[src/rtl/core/utf8_stream_decoder_assert.svh]
// ----------------------------------------------------------------------------
// UTF-8 stream decoder assertion macros
// Concurrent assertion helpers, removed from synthesis builds.
// ----------------------------------------------------------------------------
`ifndef UTF8_STREAM_DECODER_ASSERT_SVH
`define UTF8_STREAM_DECODER_ASSERT_SVH

`ifndef SYNTHESIS

// Checks an implication property on the rising clock edge, outside reset.
`define UTF8SD_ASSERT(label, clk, rst_n, prop) \
    label: assert property (@(posedge clk) disable iff (!rst_n) prop) \
        else $error("utf8_stream_decoder: assertion failed");

// Checks that a condition never holds on the rising clock edge.
`define UTF8SD_NEVER(label, clk, rst_n, cond) \
    `UTF8SD_ASSERT(label, clk, rst_n, !(cond))

`else

`define UTF8SD_ASSERT(label, clk, rst_n, prop)
`define UTF8SD_NEVER(label, clk, rst_n, cond)

`endif

`endif

[src/rtl/core/utf8sd_pkg.sv]
// ----------------------------------------------------------------------------
// UTF-8 stream decoder package
// Shared types, constants and the lead and continuation byte classification functions.
// ----------------------------------------------------------------------------
package utf8sd_pkg;

    // Depth of the pending byte buffer.
    localparam int unsigned PendDepth = 4;

    // Byte classification constants.
    localparam logic [7:0] LeadMask2 = 8'he0;
    localparam logic [7:0] LeadCode2 = 8'hc0;
    localparam logic [7:0] LeadMask3 = 8'hf0;
    localparam logic [7:0] LeadCode3 = 8'he0;
    localparam logic [7:0] LeadMask4 = 8'hf8;
    localparam logic [7:0] LeadCode4 = 8'hf0;
    localparam logic [7:0] ContLow   = 8'h80;
    localparam logic [7:0] ContHigh  = 8'hbf;

    // Surrogate range of code points.
    localparam logic [20:0] SurrLow  = 21'h00d800;
    localparam logic [20:0] SurrHigh = 21'h00dfff;

    // Sequencer states.
    typedef enum logic {
        ST_IDLE,
        ST_EVAL
    } t_state;

    // Pending buffer control from the sequencer.
    typedef struct packed {
        logic       append;
        logic       drop;
        logic [2:0] drop_len;
        logic       clear;
    } t_buf_ctrl;

    // Result of one evaluation of the head of the buffer.
    typedef struct packed {
        logic        emit;
        logic [20:0] cp;
        logic [2:0]  len;
        logic        err;
    } t_eval_res;

    // Sequence length given by a lead byte; zero for an invalid lead.
    function automatic logic [2:0] lead_length(input logic [7:0] b);
        logic [2:0] len;
        if (!b[7]) begin
            len = 3'd1;
        end else if ((b & LeadMask2) == LeadCode2) begin
            len = 3'd2;
        end else if ((b & LeadMask3) == LeadCode3) begin
            len = 3'd3;
        end else if ((b & LeadMask4) == LeadCode4) begin
            len = 3'd4;
        end else begin
            len = 3'd0;
        end
        return len;
    endfunction

    // True for a continuation byte.
    function automatic logic is_cont(input logic [7:0] b);
        return (b >= ContLow) && (b <= ContHigh);
    endfunction

endpackage

[src/rtl/core/utf8sd_buf.sv]
// ----------------------------------------------------------------------------
// UTF-8 stream decoder pending buffer
// Holds up to four bytes, oldest first; appends at the tail and drops from
// the head.
// ----------------------------------------------------------------------------
module utf8sd_buf (
    input  logic                 i_clk,
    input  logic                 i_rst_n,
    input  utf8sd_pkg::t_buf_ctrl i_ctrl,
    input  logic [7:0]           i_byte,
    output logic [7:0]           o_bytes [utf8sd_pkg::PendDepth],
    output logic [2:0]           o_count
);

    logic [7:0] r_bytes [utf8sd_pkg::PendDepth];
    logic [7:0] n_bytes [utf8sd_pkg::PendDepth];
    logic [2:0] r_count;
    logic [2:0] n_count;
    logic [1:0] w_tail;

    // Tail position; the count never exceeds three between bytes.
    assign w_tail = (r_count >= 3'd4) ? 2'd3 : r_count[1:0];

    // Next contents: append, shift forward by the dropped length, or clear.
    always_comb begin
        logic [2:0] sel;
        sel     = 3'd0;
        n_bytes = r_bytes;
        n_count = r_count;
        if (i_ctrl.append) begin
            n_bytes[w_tail] = i_byte;
            n_count         = {1'b0, w_tail} + 3'd1;
        end else if (i_ctrl.drop) begin
            for (int i = 0; i < utf8sd_pkg::PendDepth; i++) begin
                sel = 3'(i) + i_ctrl.drop_len;
                if (sel < 3'd4) begin
                    n_bytes[i[1:0]] = r_bytes[sel[1:0]];
                end
            end
            n_count = (i_ctrl.drop_len >= r_count) ? 3'd0 : r_count - i_ctrl.drop_len;
        end else if (i_ctrl.clear) begin
            n_count = 3'd0;
        end
    end

    // Byte storage carries no reset.
    always_ff @(posedge i_clk) begin
        r_bytes <= n_bytes;
    end

    // Fill count.
    always_ff @(posedge i_clk) begin
        if (!i_rst_n) begin
            r_count <= 3'd0;
        end else begin
            r_count <= n_count;
        end
    end

    assign o_bytes = r_bytes;
    assign o_count = r_count;

endmodule

[src/rtl/core/utf8sd_eval.sv]
// ----------------------------------------------------------------------------
// UTF-8 stream decoder evaluation unit
// Decodes the sequence at the head of the pending buffer, once per cycle.
// ----------------------------------------------------------------------------
module utf8sd_eval (
    input  logic                  [7:0] i_bytes [utf8sd_pkg::PendDepth],
    input  logic                  [2:0] i_count,
    input  logic                        i_end,
    output utf8sd_pkg::t_eval_res       o_res
);

    logic [7:0]  w_lead;
    logic [2:0]  w_len;
    logic [20:0] w_cp;
    logic        w_cont_ok;
    logic        w_surr;

    assign w_lead = i_bytes[0];
    assign w_len  = utf8sd_pkg::lead_length(w_lead);

    // Assemble the code point and check the continuation bytes.
    always_comb begin
        w_cp      = '0;
        w_cont_ok = 1'b1;
        case (w_len)
            3'd1: begin
                w_cp = {13'd0, w_lead};
            end
            3'd2: begin
                w_cp      = {10'd0, w_lead[4:0], i_bytes[1][5:0]};
                w_cont_ok = utf8sd_pkg::is_cont(i_bytes[1]);
            end
            3'd3: begin
                w_cp      = {5'd0, w_lead[3:0], i_bytes[1][5:0], i_bytes[2][5:0]};
                w_cont_ok = utf8sd_pkg::is_cont(i_bytes[1])
                          & utf8sd_pkg::is_cont(i_bytes[2]);
            end
            3'd4: begin
                w_cp      = {w_lead[2:0], i_bytes[1][5:0], i_bytes[2][5:0],
                             i_bytes[3][5:0]};
                w_cont_ok = utf8sd_pkg::is_cont(i_bytes[1])
                          & utf8sd_pkg::is_cont(i_bytes[2])
                          & utf8sd_pkg::is_cont(i_bytes[3]);
            end
            default: begin
                w_cp      = '0;
                w_cont_ok = 1'b0;
            end
        endcase
    end

    assign w_surr = (w_cp >= utf8sd_pkg::SurrLow) && (w_cp <= utf8sd_pkg::SurrHigh);

    // Classify the head: valid sequence, error, or still waiting for bytes.
    always_comb begin
        o_res = '0;
        if (i_count != 3'd0) begin
            if (w_len == 3'd0) begin
                o_res.emit = 1'b1;
                o_res.err  = 1'b1;
            end else if (i_count < w_len) begin
                o_res.emit = i_end;
                o_res.err  = 1'b1;
            end else begin
                o_res.emit = 1'b1;
                o_res.err  = !w_cont_ok || w_surr;
            end
            if (o_res.err) begin
                o_res.cp  = '0;
                o_res.len = 3'd1;
            end else begin
                o_res.cp  = w_cp;
                o_res.len = w_len;
            end
        end
    end

endmodule

[src/rtl/core/utf8_stream_decoder.sv]
// Path: a taken byte waits in the pending buffer; each of its results goes through the
// held result register and the output register. A byte that yields k results (0 to 4)
// is taken in idle, then gets one evaluation pass per result plus a final empty pass.
// The single evaluation unit decodes one sequence per cycle; a stalled m_axis holds it.
// Reset: i_rst_n is synchronous and active low; it empties the pending buffer and the
// output register and returns the sequencer to idle.
// ----------------------------------------------------------------------------
// UTF-8 stream decoder
// Decodes UTF-8 bytes into code points, taking a byte only once the one before is done.
// Error items mark invalid leads and continuations, surrogates and cut sequences.
// ----------------------------------------------------------------------------
`include "utf8_stream_decoder_assert.svh"

module utf8_stream_decoder (
    input  logic        i_clk,
    input  logic        i_rst_n,
    // Byte input
    input  logic        s_axis_tvalid,
    output logic        s_axis_tready,
    input  logic [7:0]  s_axis_tdata,   // [7:0] data_byte
    input  logic        s_axis_tlast,   // stream_end
    // Code point output
    output logic        m_axis_tvalid,
    input  logic        m_axis_tready,
    output logic [23:0] m_axis_tdata,   // [20:0] code_point, [23:21] seq_length
    output logic [1:0]  m_axis_tuser,   // [0] is_error, [1] end_of_stream
    output logic        m_axis_tlast    // end_of_run
);

    utf8sd_pkg::t_state    r_state;
    utf8sd_pkg::t_state    n_state;
    utf8sd_pkg::t_buf_ctrl w_ctrl;
    utf8sd_pkg::t_eval_res w_res;

    logic [7:0]  w_bytes [utf8sd_pkg::PendDepth];
    logic [2:0]  w_count;

    logic        r_end;
    logic        n_end;

    // Held result, waiting to learn whether it is the last of its byte.
    logic        r_hold_vld;
    logic        n_hold_vld;
    logic [20:0] r_hold_cp;
    logic [20:0] n_hold_cp;
    logic [2:0]  r_hold_len;
    logic [2:0]  n_hold_len;
    logic        r_hold_err;
    logic        n_hold_err;

    // Output register.
    logic        r_out_vld;
    logic        n_out_vld;
    logic [20:0] r_out_cp;
    logic [20:0] n_out_cp;
    logic [2:0]  r_out_len;
    logic [2:0]  n_out_len;
    logic        r_out_err;
    logic        n_out_err;
    logic        r_out_eor;
    logic        n_out_eor;
    logic        r_out_eos;
    logic        n_out_eos;

    logic        w_in_xfer;
    logic        w_out_free;
    logic        w_step;

    assign w_in_xfer  = s_axis_tvalid && s_axis_tready;
    assign w_out_free = !r_out_vld || m_axis_tready;
    assign w_step     = (r_state == utf8sd_pkg::ST_EVAL) && (!r_hold_vld || w_out_free);

    utf8sd_buf u_buf (
        .i_clk   (i_clk),
        .i_rst_n (i_rst_n),
        .i_ctrl  (w_ctrl),
        .i_byte  (s_axis_tdata),
        .o_bytes (w_bytes),
        .o_count (w_count)
    );

    utf8sd_eval u_eval (
        .i_bytes (w_bytes),
        .i_count (w_count),
        .i_end   (r_end),
        .o_res   (w_res)
    );

    // Next state of the sequencer.
    always_comb begin
        n_state = r_state;
        case (r_state)
            utf8sd_pkg::ST_IDLE: begin
                if (w_in_xfer) begin
                    n_state = utf8sd_pkg::ST_EVAL;
                end
            end
            utf8sd_pkg::ST_EVAL: begin
                if (w_step && !w_res.emit) begin
                    n_state = utf8sd_pkg::ST_IDLE;
                end
            end
            default: begin
                n_state = utf8sd_pkg::ST_IDLE;
            end
        endcase
    end

    // Sequencer outputs: buffer control, held result and output register.
    always_comb begin
        s_axis_tready = 1'b0;
        w_ctrl        = '0;
        n_end         = r_end;
        n_hold_vld    = r_hold_vld;
        n_hold_cp     = r_hold_cp;
        n_hold_len    = r_hold_len;
        n_hold_err    = r_hold_err;
        n_out_vld     = r_out_vld && !m_axis_tready;
        n_out_cp      = r_out_cp;
        n_out_len     = r_out_len;
        n_out_err     = r_out_err;
        n_out_eor     = r_out_eor;
        n_out_eos     = r_out_eos;
        case (r_state)
            utf8sd_pkg::ST_IDLE: begin
                s_axis_tready = 1'b1;
                if (w_in_xfer) begin
                    w_ctrl.append = 1'b1;
                    n_end         = s_axis_tlast;
                end
            end
            utf8sd_pkg::ST_EVAL: begin
                if (w_step) begin
                    // Pass the held result on; it is the last one when nothing follows.
                    if (r_hold_vld) begin
                        n_out_vld = 1'b1;
                        n_out_cp  = r_hold_cp;
                        n_out_len = r_hold_len;
                        n_out_err = r_hold_err;
                        n_out_eor = !w_res.emit;
                        n_out_eos = !w_res.emit && r_end;
                    end
                    if (w_res.emit) begin
                        n_hold_vld      = 1'b1;
                        n_hold_cp       = w_res.cp;
                        n_hold_len      = w_res.len;
                        n_hold_err      = w_res.err;
                        w_ctrl.drop     = 1'b1;
                        w_ctrl.drop_len = w_res.len;
                    end else begin
                        n_hold_vld   = 1'b0;
                        w_ctrl.clear = r_end;
                    end
                end
            end
            default: begin
                s_axis_tready = 1'b0;
            end
        endcase
    end

    // Control registers.
    always_ff @(posedge i_clk) begin
        if (!i_rst_n) begin
            r_state    <= utf8sd_pkg::ST_IDLE;
            r_hold_vld <= 1'b0;
            r_out_vld  <= 1'b0;
        end else begin
            r_state    <= n_state;
            r_hold_vld <= n_hold_vld;
            r_out_vld  <= n_out_vld;
        end
    end

    // Payload registers.
    always_ff @(posedge i_clk) begin
        r_end      <= n_end;
        r_hold_cp  <= n_hold_cp;
        r_hold_len <= n_hold_len;
        r_hold_err <= n_hold_err;
        r_out_cp   <= n_out_cp;
        r_out_len  <= n_out_len;
        r_out_err  <= n_out_err;
        r_out_eor  <= n_out_eor;
        r_out_eos  <= n_out_eos;
    end

    assign m_axis_tvalid = r_out_vld;
    assign m_axis_tdata  = {r_out_len, r_out_cp};
    assign m_axis_tuser  = {r_out_eos, r_out_err};
    assign m_axis_tlast  = r_out_eor;

    // A new byte is taken only once every result of the previous one has left the hold.
    `UTF8SD_NEVER(a_ready_hold_empty, i_clk, i_rst_n, s_axis_tready && r_hold_vld)
    // Between bytes the buffer never holds a complete four-byte backlog.
    `UTF8SD_ASSERT(a_idle_count, i_clk, i_rst_n,
        (r_state == utf8sd_pkg::ST_IDLE) |-> (w_count <= 3'd3))
    // An error transaction carries a zero code point and a length of one.
    `UTF8SD_ASSERT(a_err_shape, i_clk, i_rst_n,
        (m_axis_tvalid && m_axis_tuser[0]) |->
        ((m_axis_tdata[20:0] == 21'd0) && (m_axis_tdata[23:21] == 3'd1)))
    // The end of the stream is always the end of a run.
    `UTF8SD_ASSERT(a_eos_eor, i_clk, i_rst_n,
        (m_axis_tvalid && m_axis_tuser[1]) |-> m_axis_tlast)

endmodule

[config.mk]
export PLATFORM = sky130hd
export DESIGN_NAME = utf8_stream_decoder
export DESIGN_NICKNAME = d
export VERILOG_FILES = /design/src/rtl/core/utf8sd_pkg.sv /design/src/rtl/core/utf8sd_buf.sv /design/src/rtl/core/utf8sd_eval.sv /design/src/rtl/core/utf8_stream_decoder.sv
export VERILOG_INCLUDE_DIRS = /design/src /design/src/rtl/core
export SDC_FILE = /design/constraint.sdc
export NUM_CORES = 1
export LEC_CHECK = 0
export ABC_AREA = 0
export BUFFER_PORTS_ARGS = -buffer_cell sky130_fd_sc_hd__buf_4
export CAP_MARGIN = 30
export CORE_ASPECT_RATIO = 1.5
export CORE_MARGIN = 5
export CORE_UTILIZATION = 60
export DETAILED_ROUTE_END_ITERATION = 12
export GPL_TIMING_DRIVEN = 1
export HOLD_SLACK_MARGIN = 0.05
export PLACE_DENSITY_LB_ADDON = 0.2
export SETUP_SLACK_MARGIN = 0.5
export SYNTH_ARGS = -nofsm -noshare
export SYNTH_HDL_FRONTEND = slang
export SYNTH_SLANG_ARGS = --single-unit
[constraint.sdc]
create_clock -name i_clk -period 12.5 [get_ports i_clk]
set_input_delay 1.25 -clock i_clk [delete_from_list [all_inputs] [get_ports i_clk]]
set_output_delay 1.25 -clock i_clk [all_outputs]
set_load 0.05 [all_outputs]
; ---- Word level (Yosys, flattened, before mapping)
; Cells that the tools add are included.
[classes]
n_addsub = 5
n_mul = 0
div = 0
n_lt_le_gt_ge = 21
eq_ne = 7
shifts = 0
muxes = 52
bitwise_logic = 9
reduce_logical = 35
[ops]
columns = op, n
row1 = 8-bit two-way mux, 13
row2 = 21-bit one-hot mux with 4 select lines, 1
row3 = 8-bit binary-select mux with 2-bit select, 4
row4 = 32-bit two-way mux, 2
row5 = 32-bit bitwise mux, 1
row6 = 26-bit two-way mux, 1
row7 = "8-bit >= comparator, second input constant", 3
row8 = "8-bit <= comparator, second input constant", 3
row9 = 24-bit two-way mux, 1
row10 = 3-bit two-way mux, 8
row11 = "21-bit by 16-bit >= comparator with 1-bit output, second input constant", 1
row12 = "21-bit by 16-bit <= comparator with 1-bit output, second input constant", 1
row13 = "3-bit >= comparator, second input constant", 6
row14 = 8-bit demux with 2-bit select, 1
row15 = 2-bit inverter with 3-bit output, 5
row16 = 1-bit two-way mux, 14
row17 = "3-bit less-than comparator, second input constant", 4
row18 = 2-bit AND reduction, 6
row19 = 1-bit logical AND, 10
row20 = 5-bit two-way mux, 2
row21 = 2-bit nonzero test, 5
row22 = "2-bit by 3-bit adder with 3-bit output, first input constant", 2
row23 = "3-bit by 2-bit == test with 1-bit output, second input constant", 2
row24 = "3-bit == test, second input constant", 2
row25 = other kinds (21), 31
[word_totals]
regBits = 91
latch_bits = 0
ramBits = 0
romBits = 0
input_bits = 13
out_inout_bits = 29
word_cells = 146
mem_count = 0

; ---- Logic depth before layout (Yosys ltp)
[logic_depth]
word_depth = 26
depth_mapped = 20
ltp_nobuf = 18

; ---- By module
; A second synthesis with hierarchy kept.
[unflattened]
hier_cells = 441
area_unflattened_um2 = 5351.4
[modules_own_cells]
columns = module, n_inst, cells_per_inst, area_each_um2, seq_area_each_um2
row1 = utf8sd_buf, 1, 234, 2661.3, 1021.0
row2 = utf8_stream_decoder, 1, 80, 1828.0, 1651.6
row3 = utf8sd_eval, 1, 127, 862.1, 0.0

; ---- Worst setup path after synthesis
; No wires, ideal clock.
[synth_path]
kind = register to register
startpoint = register u_buf.r_bytes (netlist bit u_buf.o_bytes[29])
endpoint = register u_buf.r_count[0], in the netlist u_buf.o_count[0]
arrival_ns = 4.020
required_ns = 12.376
slack_ns = 8.356
stages_incl_launch_ff = 19
n_path_buf = 4
period_less_slack_ns = 4.144
cell_sequence = edfxtp_1 -> buf_4 -> and2_1 -> or2_2 -> clkbuf_1 -> ha_1 -> o21a_1 -> nor2_1 -> o21ai_2 -> nand2_1 -> inv_2 -> clkbuf_1 -> clkbuf_1 -> nand2_1 -> ha_1 -> a21oi_1 -> nor2_1 -> a222oi_1 -> nor2_1
[synth_between]
elab_chain_len = 22
word_cells_on_any_way = 37
classes_between = 1 x add/sub / 4 x order compare / 7 x eq/ne / 20 x mux / 5 x reduce/logical
[synth_rtl]
columns = element, line
row1 = "start, declared", utf8sd_buf.sv:15  ; logic [7:0] r_bytes [utf8sd_pkg::PendDepth];
row2 = "start signal, assigned", utf8sd_buf.sv:48  ; r_bytes <= n_bytes;
row3 = 5-bit == test, utf8sd_pkg.sv:55  ; end else if ((b & LeadMask4) == LeadCode4) begin
row4 = 3-bit two-way mux, utf8sd_pkg.sv:55
row5 = 3-bit two-way mux, utf8sd_pkg.sv:53  ; end else if ((b & LeadMask3) == LeadCode3) begin
row6 = 3-bit two-way mux, utf8sd_pkg.sv:51  ; end else if ((b & LeadMask2) == LeadCode2) begin
row7 = 3-bit two-way mux, utf8sd_pkg.sv:49  ; if (!b[7]) begin
row8 = "3-bit == test, or another cell as far along", utf8sd_eval.sv:25  ; case (w_len)
row9 = 21-bit one-hot mux with 4 select lines, utf8sd_eval.sv:25
row10 = 21-bit by 16-bit >= comparator with 1-bit output or 21-bit by 16-bit <= comparator with 1-bit output (tied branches), utf8sd_eval.sv:52  ; assign w_surr = (w_cp >= utf8sd_pkg::SurrLow) && (w_cp <= utf8sd_pkg::SurrHigh);
row11 = [... 6 more ...], --
row12 = 26-bit two-way mux (*), utf8sd_eval.sv:57  ; if (i_count != 3'd0) begin
row13 = 4-bit two-way mux, utf8_stream_decoder.sv:143  ; if (w_res.emit) begin
row14 = 5-bit two-way mux (*), utf8_stream_decoder.sv:133  ; if (w_step) begin
row15 = 5-bit two-way mux (*), utf8_stream_decoder.sv:124  ; case (r_state)
row16 = 3-bit subtractor or 3-bit >= comparator (tied branches), utf8sd_buf.sv:40  ; n_count = (i_ctrl.drop_len >= r_count) ? 3'd0 : r_count - i_ctrl.drop_len;
row17 = 3-bit two-way mux, utf8sd_buf.sv:40
row18 = 3-bit two-way mux, utf8sd_buf.sv:33  ; end else if (i_ctrl.drop) begin
row19 = 3-bit two-way mux, utf8sd_buf.sv:30  ; if (i_ctrl.append) begin
row20 = "end signal, assigned", utf8sd_buf.sv:56  ; r_count <= n_count;
row21 = "end, declared", utf8sd_buf.sv:17  ; logic [2:0] r_count;
; Every way passes the cells marked *; elsewhere a longest branch is shown, timed or not. The select of a mux whose other input is x is not followed.
; A chain may end at the register's enable or synchronous reset.

==> run metrics <==
share of cells above drive strength 1=0.1736; Cells after Synth=425; Worst R2R End=u_buf.o_bytes[6]; Starting Density=0.6098; Mapped Area=between 0.004 and 0.005 sq mm; PnR worst setup slack=7.350 ns; Util after Layout=0.6816; Core Rows=40; status=finished, final reports clean; Leak=1.989 nW; Setup violations, final=0; Routed Antenna Nets=0; Global Route Usage Sum=0.2341; setup slack, reg-to-reg=7.35 ns; TritonCTS Sinks=91; Synthesized Nets=450; ys async rst share=0; Pwr Total=0.7506 mW; vias in the first global route=3592; critical path peak fanout=20; DP Area=0.005200 sq mm; die width=83.66 microns; Filler cells=625; hold path depth=0; setup bufs post-CTS=0; Syn-to-layout area delta=11.76%; hold wc startpoint=r_hold_cp[5]; EDFF count, synth=85; unrepaired setup endpoints after global routing=no; Placement Setup Slack=7.447 ns; crit path DAT=5.33 ns; Synth Flop Type=edfxtp_1; first-pass GRT wire length=18.55 mm; CP endpoint kind=flop; Non-Filler Instances=560; Clk Latency, worst-skew pair=0.34 ns; total of warnings raised by yosys=0; worst hold slack=around 0.42 ns; DRT Wirelength=around 12 mm; headroom to the max-slew limit=0.3307; max-cap violation count=0; 1st-iter DRT viols=about 470; DR pass1 iterations=8; RD Place Congestion=0.9729; clock-pin slew on the worst setup and hold paths=0.06 ns; post-route design area=0.005458 sq mm; Netlist cell types=67; PortBufs=41; hold_buf cts=0; register bit total from synthesis=91; max-slew violation count=0; via density per instance=6.652; Inst Count DP=545; ANT cells=0; Crit path required time=12.68 ns; CTS tree=yes; CTS max path bufs=2; Final Hold Vio Count=0; hold worst-path end=r_out_cp[5]; R2R depth=13; fin nets=476; pin count of the biggest net entering global routing=54; P per Cell Area=about 140 mW/mm^2; max frequency=0.1942 GHz; clock tree root driver cell=clkbuf_16; worst r2r src=u_buf.o_bytes[31]; core area=0.008008 sq mm; Hold Path Class=flop to flop; synthesized area per cell=about 11 sq um; final period utilization=0.4120; critical path class=flop to flop; critical path launch point type=flop; Final Skew=0.007992 ns; initial antenna violation count=0; Peak VDD IR=80.70 uV; grt total ovfl=0; CTS Buf Count=9; wire per inst=21.29 microns; sequential fraction of the synthesis area=0.5473; final routed DRC violation total=0; Via Count=between 3k and 4k; worst slew pin tran=approximately 1.0 ns; die area=0.01008 sq mm; HPWL after detailed placement=between 8 and 9 mm; htree depth=3; crit path time final=about 5.1 ns; num ports=42; chip height=120.5 microns; setup TNS=0 ns; # resized after CTS=0
## layer usage
| metal | global-route usage | wire (microns) |
|---|---|---|
| met1 | 0.2809 | 4504 |
| met4 | 0.1258 | 417 |
| met2 | 0.4004 | 6082 |
| met3 | 0.03954 | 917 |
| met5 | 0 | 0 |
## state kept, by name (all words and copies together), names as in the netlist
signal and flops:
r_hold_len 3, r_end 1, r_hold_vld 1, r_out_len 3
u_buf.o_bytes 32, r_out_err 1, r_out_eos 1, m_axis_tlast 1
u_buf.o_count 3, r_out_cp 21, r_hold_err 1, r_state 1
m_axis_tvalid 1, r_hold_cp 21
## logic make-up (layout without fill, tap and decap cells)
| family | count (synthesis) | after routing | synth area share |
|---|---|---|---|
| compound gates | 142 | 142 | 0.2078 |
| simple gates | 119 | 119 | 0.1350 |
| flops | 91 | 91 | 0.5473 |
| buf+inv | 45 | 75 | 0.04253 |
| mux | 14 | 14 | 0.03151 |
| fa+ha+maj | 12 | 12 | 0.03228 |
| xor+xnor | 2 | 2 | 0.003588 |
## worst max path at each step
stage / endpoint / depth (start not counted) / from
finish: u_buf.o_bytes[6] / 13 / u_buf.o_bytes[31]
global placement: u_buf.o_count[2] / 17 / u_buf.o_bytes[31]
global route: u_buf.o_count[0] / 18 / u_buf.o_bytes[31]
floorplan: u_buf.o_count[0] / 18 / u_buf.o_bytes[29]
detailed placement: u_buf.o_count[2] / 17 / u_buf.o_bytes[31]
CTS: u_buf.o_count[2] / 17 / u_buf.o_bytes[31]
## cell usage in the layout, fill, tap and decap left out, drive strengths merged, types with 10 or more instances in the layout
cell,synthesis,layout
edfxtp,85,85
buf,15,42
a21oi,35,35
nand2,35,35
o21ai,31,31
nor2,25,25
inv,17,18
o211ai,14,14
a221o,13,13
and2,11,11
ha,11,11
nand3,11,11
and3,10,10
clkbuf,12,10
## layout make-up
class | count | area, sq um | share of cell area
clock inverters | 5 | 28.78 | 0.005273
repair buffers | 42 | 322.8 | 0.05915
inverters | 18 | 67.56 | 0.01238
flip-flops and latches | 91 | 2673 | 0.4897
multi-input cells | 289 | 2006 | 0.3675
well taps | 105 | 131.4 | 0.02407
clock buffers | 10 | 229.0 | 0.04195
## critical path: stages, from the launching register on
cell and delay, ns:
edfxtp_1 0.65, nand3_4 0.16, nor3_4 0.43, inv_2 0.18, ha_1 0.32, o21a_1 0.11, nor2_1 0.06, nor2_1 0.16
nand4_1 0.73, or3_1 0.92, ha_1 0.45, nor2b_1 0.50, o21ai_0 0.18, o211ai_1 0.12
## report_power, final
part | internal, mW | switching [mW]
sequential | 0.354 | 0.0225
clock | 0.133 | 0.108
combinational | 0.0474 | 0.0861
## cells in the mapped netlist (3+ instances only)
master,number,area share
and3_1,10,0.013
nand2_1,33,0.025
a22oi_1,9,0.014
buf_1,4,0.0031
clkbuf_1,12,0.0092
a221oi_1,3,0.0054
a21boi_0,5,0.0077
buf_2,4,0.0041
mux2i_1,9,0.018
o21a_1,4,0.0061
nand3_1,9,0.0092
edfxtp_1,85,0.52
nor3_1,4,0.0041
nor2b_1,4,0.0051
or2_2,3,0.0038
o211ai_1,14,0.022
buf_4,5,0.0077
ha_1,11,0.028
o21ai_0,28,0.029
a21o_1,5,0.0077
nor2_1,23,0.018
a21oi_1,35,0.036
dfxtp_1,6,0.025
inv_2,4,0.0031
mux2_2,3,0.0069
and2_1,11,0.014
a221o_1,13,0.027
a222oi_1,5,0.010
inv_1,13,0.010
nand3b_1,4,0.0061
No activity file was read; power rests on OpenSTA's default activity.
